<file path="config.mk">
export PLATFORM = sky130hd
export DESIGN_NAME = tsu_div
export DESIGN_NICKNAME = d
export VERILOG_FILES = /design/src/hdl/trajectory_sampler_unit_macros.svh /design/src/hdl/tsu_pkg.sv /design/src/hdl/tsu_div.sv
export SDC_FILE = /design/constraint.sdc
export NUM_CORES = 1
export LEC_CHECK = 0
export BUFFER_PORTS_ARGS = -buffer_cell sky130_fd_sc_hd__buf_2
export CAP_MARGIN = 20
export CORE_AREA = 2 2 134 123
export DETAILED_ROUTE_END_ITERATION = 10
export DIE_AREA = 0 0 136 125
export GPL_TIMING_DRIVEN = 1
export PLACE_DENSITY = 0.85
export SYNTH_ARGS = -nofsm -noshare
export SYNTH_HDL_FRONTEND = slang
export SYNTH_SLANG_ARGS = --single-unit
</file>
<file path="constraint.sdc">
create_clock -name clk -period 9.7 [get_ports clk]
set_clock_uncertainty 0.15 [all_clocks]
set_input_delay 1.94 -clock clk [delete_from_list [all_inputs] [get_ports clk]]
set_output_delay 1.94 -clock clk [all_outputs]
set_load 0.005 [all_outputs]
</file>
<file path="src/hdl/trajectory_sampler_unit_macros.svh">
// ----------------------------------------------------------------------------
// trajectory sampler assertion macros
// shared property forms for the checks inside the sampler modules
// ----------------------------------------------------------------------------
`ifndef TRAJECTORY_SAMPLER_UNIT_MACROS_SVH
`define TRAJECTORY_SAMPLER_UNIT_MACROS_SVH

// consequent holds in the same cycle as the antecedent
`define TSU_ASSERT_SAME(label, ante, cons, msg) \
  label: assert property (@(posedge clk) disable iff (!rst_n) (ante) |-> (cons)) \
    else $error(msg);

// consequent holds in the cycle after the antecedent
`define TSU_ASSERT_NEXT(label, ante, cons, msg) \
  label: assert property (@(posedge clk) disable iff (!rst_n) (ante) |=> (cons)) \
    else $error(msg);

`endif

</file>
<file path="src/hdl/tsu_pkg.sv">
// ----------------------------------------------------------------------------
// tsu_pkg
// types, constants and helpers shared by the trajectory sampler modules
// ----------------------------------------------------------------------------
`default_nettype none

package tsu_pkg;

  // table geometry
  localparam int MAX_POINTS = 1024;
  localparam int PTR_W      = $clog2(MAX_POINTS);
  localparam int CNT_W      = $clog2(MAX_POINTS + 1);

  // step register reset value, about 0.01 s in Q16.16
  localparam logic [15:0] STEP_RESET = 16'd655;

  typedef logic [PTR_W-1:0] ptr_t;
  typedef logic [CNT_W-1:0] cnt_t;

  // result status codes
  typedef enum logic [2:0] {
    ST_STORED   = 3'd0,
    ST_SAMPLE   = 3'd1,
    ST_NOT_INC  = 3'd2,
    ST_FULL     = 3'd3,
    ST_NO_TABLE = 3'd4
  } status_t;

  // sequencer states
  typedef enum logic [3:0] {
    S_IDLE, S_APPEND, S_QCHK, S_KSET, S_ENDS, S_SRD, S_SCMP, S_VRD,
    S_VCALC, S_VMUL, S_VDIV, S_VEL, S_VELW, S_ACC, S_ACCW, S_DONE
  } state_t;

  // one stored trajectory point
  typedef struct packed {
    logic [31:0] t;
    logic [31:0] x;
    logic [31:0] y;
    logic [31:0] z;
    logic [31:0] hd;
  } point_t;

  typedef struct packed {
    logic   en;
    ptr_t   addr;
    point_t pt;
  } st_wr_t;

  typedef struct packed {
    logic en;
    ptr_t addr_a;
    ptr_t addr_b;
  } st_rd_t;

  typedef struct packed {
    logic        start;
    logic [63:0] num;
    logic [31:0] den;
  } div_req_t;

  typedef struct packed {
    logic        busy;
    logic        done;
    logic [63:0] quot;
  } div_rsp_t;

  // apply sign to a rounded magnitude and saturate to signed 32 bits
  function automatic logic [31:0] rnd_sat(input logic neg, input logic [63:0] q);
    logic [31:0] r;
    if (q >= 64'h0000_0000_8000_0000) begin
      r = neg ? 32'h8000_0000 : 32'h7FFF_FFFF;
    end else begin
      r = neg ? (32'd0 - q[31:0]) : q[31:0];
    end
    return r;
  endfunction

endpackage

`default_nettype wire

</file>
<file path="src/hdl/tsu_div.sv">
// ----------------------------------------------------------------------------
// tsu_div
// shared restoring divider, round to nearest, one quotient bit a cycle
// ----------------------------------------------------------------------------
`default_nettype none

module tsu_div (
  input  wire               clk,
  input  wire               rst_n,
  input  tsu_pkg::div_req_t req,
  output tsu_pkg::div_rsp_t rsp
);
  import tsu_pkg::*;

  localparam int DIV_STEPS = 64;
  localparam int DCNT_W    = $clog2(DIV_STEPS);

  logic              busy_r, busy_nxt;
  logic              done_r, done_nxt;
  logic [DCNT_W-1:0] cnt_r, cnt_nxt;
  logic [31:0]       rem_r, rem_nxt;
  logic [63:0]       quo_r, quo_nxt;
  logic [31:0]       den_r, den_nxt;
  logic [32:0]       rem_sh;
  logic [32:0]       rem_dif;
  logic              ge;

  // one shift and subtract step
  always_comb begin
    rem_sh   = {rem_r, quo_r[63]};
    rem_dif  = rem_sh - {1'b0, den_r};
    ge       = (rem_sh >= {1'b0, den_r});
    busy_nxt = busy_r;
    done_nxt = 1'b0;
    cnt_nxt  = cnt_r;
    rem_nxt  = rem_r;
    quo_nxt  = quo_r;
    den_nxt  = den_r;
    if (req.start) begin
      // half the divisor added up front gives round half away from zero
      quo_nxt  = req.num + {33'd0, req.den[31:1]};
      rem_nxt  = 32'd0;
      den_nxt  = req.den;
      cnt_nxt  = '0;
      busy_nxt = 1'b1;
    end else if (busy_r) begin
      rem_nxt = ge ? rem_dif[31:0] : rem_sh[31:0];
      quo_nxt = {quo_r[62:0], ge};
      cnt_nxt = cnt_r + 1'b1;
      if (cnt_r == DCNT_W'(DIV_STEPS - 1)) begin
        busy_nxt = 1'b0;
        done_nxt = 1'b1;
      end
    end
  end

  // control state
  always_ff @(posedge clk) begin
    if (!rst_n) begin
      busy_r <= 1'b0;
      done_r <= 1'b0;
      cnt_r  <= '0;
    end else begin
      busy_r <= busy_nxt;
      done_r <= done_nxt;
      cnt_r  <= cnt_nxt;
    end
  end

  // datapath
  always_ff @(posedge clk) begin
    rem_r <= rem_nxt;
    quo_r <= quo_nxt;
    den_r <= den_nxt;
  end

  assign rsp.busy = busy_r;
  assign rsp.done = done_r;
  assign rsp.quot = quo_r;

endmodule

`default_nettype wire

</file>
Word-level counts from Yosys, hierarchy flattened
Cells that the tools add are included.
- flip-flop bits (word level): 136
- latch bits: 0
- bits in writable memories: 0
- bits in read-only memories: 0
- output and inout bits: 66
- word-level logic and storage cells: 23
- memories kept: 0
- add/sub/neg operators: 3
- multiply operators: 0
- divide/modulo/power cells: 0
- magnitude comparators: 1
- equal/unequal tests: 1
- shifts and indexed selects: 0
- multiplexer cells: 7
- bitwise logic cells: 2
- reduce and logical (&&, ||, !) cells: 3
- operator list (kind ; count):
    $mux W64 ; 2
    $add A64 B31 Y64 ; 1
    $ge A33 B32 Y1 ; 1
    $mux W32 ; 1
    $sub A32 B32 Y32 ; 1
    $add A6 B1 Y6 const B ; 1
    $eq A6 B6 Y1 const B ; 1
    $mux W1 ; 4
    $reduce_or A3 Y1 ; 1
    $not A1 Y1 ; 2
    $reduce_bool A2 Y1 ; 1
    $reduce_or A2 Y1 ; 1

Depth between registers and ports, before layout
- depth in word-level cells: 4
- gate-level depth with buffers: 13
- depth with buffers taken out: 12

Least setup slack after synthesis
No wires, ideal clock.
- path kind: input port to flip-flop
- start: in req[1] (netlist bit)
- end: reg quo_r[52], data pin
- library setup time: 270 ps
- data arrival time: 4310 ps
- data required time: 9280 ps
- setup slack: 4970 ps
- stages: 12
- path through: ha_1 fa_1 a211oi_1 o21a_1 or4b_4 a21oi_4 o21ai_2 a211o_2 buf_6 a211oi_2 xnor2_1 a21oi_1
- longest elaborated chain between the ends: 2
- ends and longest elaborated chain (what ; RTL line ; text):
    start, declared ; tsu_div.sv:10 ; input tsu_pkg::div_req_t req,
    $add A64 B31 Y64 ; tsu_div.sv:41 ; quo_nxt = req.num + {33'd0, req.den[31:1]};
    $mux W64 ; tsu_div.sv:39 ; if (req.start) begin
    via quo_nxt[52] ; tsu_div.sv:22 ; logic [63:0] quo_r, quo_nxt;
    end signal, assigned ; tsu_div.sv:73 ; quo_r <= quo_nxt;
    end, declared ; tsu_div.sv:22 ;
The timed path passes the listed nets, and every way through them passes these cells.
A chain may end at the register's enable or synchronous reset.

Final worst setup path
- start: in req[1] (netlist bit)
- end: reg quo_r[30], data pin
Same word-level chain as after synthesis.

==> summary.txt <==
Worst slew pin tran -> 1.00 ns
Sw frac -> 31.0%
Worst-skew pair later-pin latency -> 0.43 ns
Crit path capture type -> flop
Psw -> 0.561 mW
Final setup fails -> 0
RD Place Congestion -> 0.913
WHS -> 0.310 ns
Area occupied by multi-input gates -> 5390 um^2
Drt wl/cell -> 17.7 um
Int Power -> 1.25 mW
Die Ht -> 125 um
Grt peak-use layer -> met2
Initial Util -> 60.0%
CTS buffer count -> 17
Post-route ant nets -> 0
Comb pwr share -> 25.5%
Seq/Total Area, Yosys -> 39.0%
Beginning of the critical path -> req[1]
Ys flop type -> edfxtp_1
GR Layer Usage met2 -> 47.2%
Final hold vios -> 0
Initial antenna violation count -> 3
Req. time, crit path -> 9.74 ns
Worst R2R Setup Slack -> 5.60 ns
Distinct cells, synth -> 66
Fill cell count -> 1242
Outcome -> complete, no violations
Core Footprint -> 15700 um^2
Max VDD drop -> 0.140 mV
Total power -> 1.81 mW
Post-CTS setup buffer count -> 0
Initial DRC Count -> 620
Syn-to-layout area delta -> 16.3%
Synthesized instance count -> 1010
Yosys Warn Count -> 0
Most frequent cells in the layout -> 163 x buf_2, 97 x nor2_1, 96 x edfxtp_1
Seq pwr share -> 40.4%
Clk sinks -> 136
Setup_tns -> 0 ns
First-pass GRT wire length -> 40200 um
Overall die width -> 136 um
Met1 Use GR -> 38.7%
EDFF count, synth -> 96
WL final -> 24500 um
Port Buffers -> 164
Share of cells above drive strength 1 -> 21.2%
Critical path class -> input port to flop
Vias in the first global route -> 8081
Largest net degree at the start of global routing -> 84
Final HPWL DP -> 17800 um
Resize count post-CTS -> 0
Placed insts -> 1351
Dpl cell area -> 10400 um^2
Remaining DRCs -> 0
DIE AREA -> 17000 um^2
Vias per cell -> 6.08
Share of total power in the clock network -> 34.2%
Slew headroom -> 32.9%
Row count -> 44
Ys async rst share -> 0%
FMAX -> 0.206 GHz
Hold_sp -> rem_r[31]$_SDFFE_PP0P_
Commonest non-fill, non-tap cell in the layout -> buf_2
1st-pass router iterations -> 5
Max Cap Viol -> 0
Worst min path class -> flop to flop
DR vias -> 8418
M3 GR Usage -> 7.62%
PwrDens -> 165 nW/um^2
Synthesized Nets -> 1175
Mean post-synth cell area -> 9.35 um^2
Cell area after layout -> 11000 um^2
Startpoint Class -> input port
H-tree Lvls -> 4
Root Buffer -> clkbuf_16
Max Slew Vio Count -> 0
Reg2reg start -> den_r[1]$_DFFE_PP_
Storage element area -> 3680 um^2
Synthesis-stage register bit count -> 136
CTS tree -> built
Netlist Area Pre-Place -> 9440 um^2
CP Max Fanout -> 17
Unrepaired setup endpoints after global routing -> false
Final std cells w/o fill -> 1385
Clock Pin Slew Worst Setup and Hold Paths -> 0.06 ns
Clk buf depth -> 2
Cts hold-fix bufs -> 0
Final #Nets -> 1328
Total Routing Usage GR -> 29.8%
Leakage power -> 4.61 nW
Fin crit share -> 50.1%
Critical Path AT -> 4.90 ns
Final Critical Period -> 4.86 ns
Top Ports -> 165
Global route total overflow -> 0
==> synth_stat cells (30+ instances only) <==
library cell / number / area share (%)
ha_1: 64 / 8.5
nand2_1: 72 / 2.9
a21oi_1: 78 / 4.1
nor2_1: 97 / 3.9
xnor2_1: 50 / 4.6
dfxtp_1: 40 / 8.5
inv_1: 56 / 2.2
nand3_1: 39 / 2.1
edfxtp_1: 96 / 31
a211oi_1: 30 / 2.4
o21ai_0: 51 / 2.7
a21o_1: 32 / 2.5
==> per-layer routing <==
layer	share of wire [%]	routed length (um)
met5	0.049	12
met4	3.1	763
met3	7.4	1830
met2	48	11700
met1	42	10200
==> registers in the layout (all words and copies together), names as in the netlist <==
name    cells
busy_r      1
cnt_r       6
den_r      32
done_r      1
quo_r      64
rem_r      32
==> layout make-up <==
type | instances | area share (%)
Antenna cell | 2 | 0.0456
Clock buffer | 17 | 3.87
Clock inverter | 15 | 1.19
Inverter | 57 | 1.95
Multi-Input combinational cell | 780 | 49.0
Sequential cell | 136 | 33.6
Tap cell | 207 | 2.36
Timing Repair Buffer | 171 | 7.98
==> worst paths after layout <==
| kind | end | cells past startpoint |
|---|---|---|
| worst max-delay path | quo_r[30]$_DFFE_PP_ | 12 |
| worst min-delay path | rem_r[31]$_SDFFE_PP0P_ | 2 |
| worst max register to register | rem_r[0]$_SDFFE_PP0P_ | 11 |
| worst min register to register | rem_r[31]$_SDFFE_PP0P_ | 2 |
==> metrics by stage <==
stage / util (%) / setup WS [ns]
3_3_place_gp: 66.2 / 4.53
2_1_floorplan: - / 4.97
4_1_cts: 69.7 / 4.88
5_1_grt: 69.7 / 4.64
3_5_place_dp: 66.2 / 4.46
6_report: 69.7 / 4.84
==> worst max-delay path, stage by stage <==
cell and delay (ns):
buf_2 0.11, ha_1 0.22, fa_1 0.42, a211oi_1 0.29
o21a_1 0.20, or4b_4 0.15, a21oi_4 0.06, o21ai_2 0.21
a211o_2 0.48, a21boi_0 0.22, or3_1 0.36, a31o_2 0.24
==> logic make-up (layout without fill, tap and decap cells) <==
logic type                 count (synthesis)  after routing  synth area share, %
other                                      0              2                    0
xor gates and xnor gates                  71             71                 6.59
AOI/OAI and AO/OA                        296            296                 21.0
muxes                                     45             45                 5.06
and+or+nand+nor                          302            302                 15.4
buffers and inverters                     94            260                 3.99
adders and majority gates                 66             66                 8.91
DFF                                      136            136                 39.0
==> power by group through the flow <==
stage	sequential [mW]	combinational, mW	clock (mW)
3_5_place_dp	0.739	0.450	0
4_1_cts	0.729	0.455	0.622
2_1_floorplan	0.736	0.305	0
3_3_place_gp	0.738	0.440	0
6_report	0.729	0.460	0.617
5_1_grt	0.736	0.510	0.647
(Power assumes the default switching activity.)
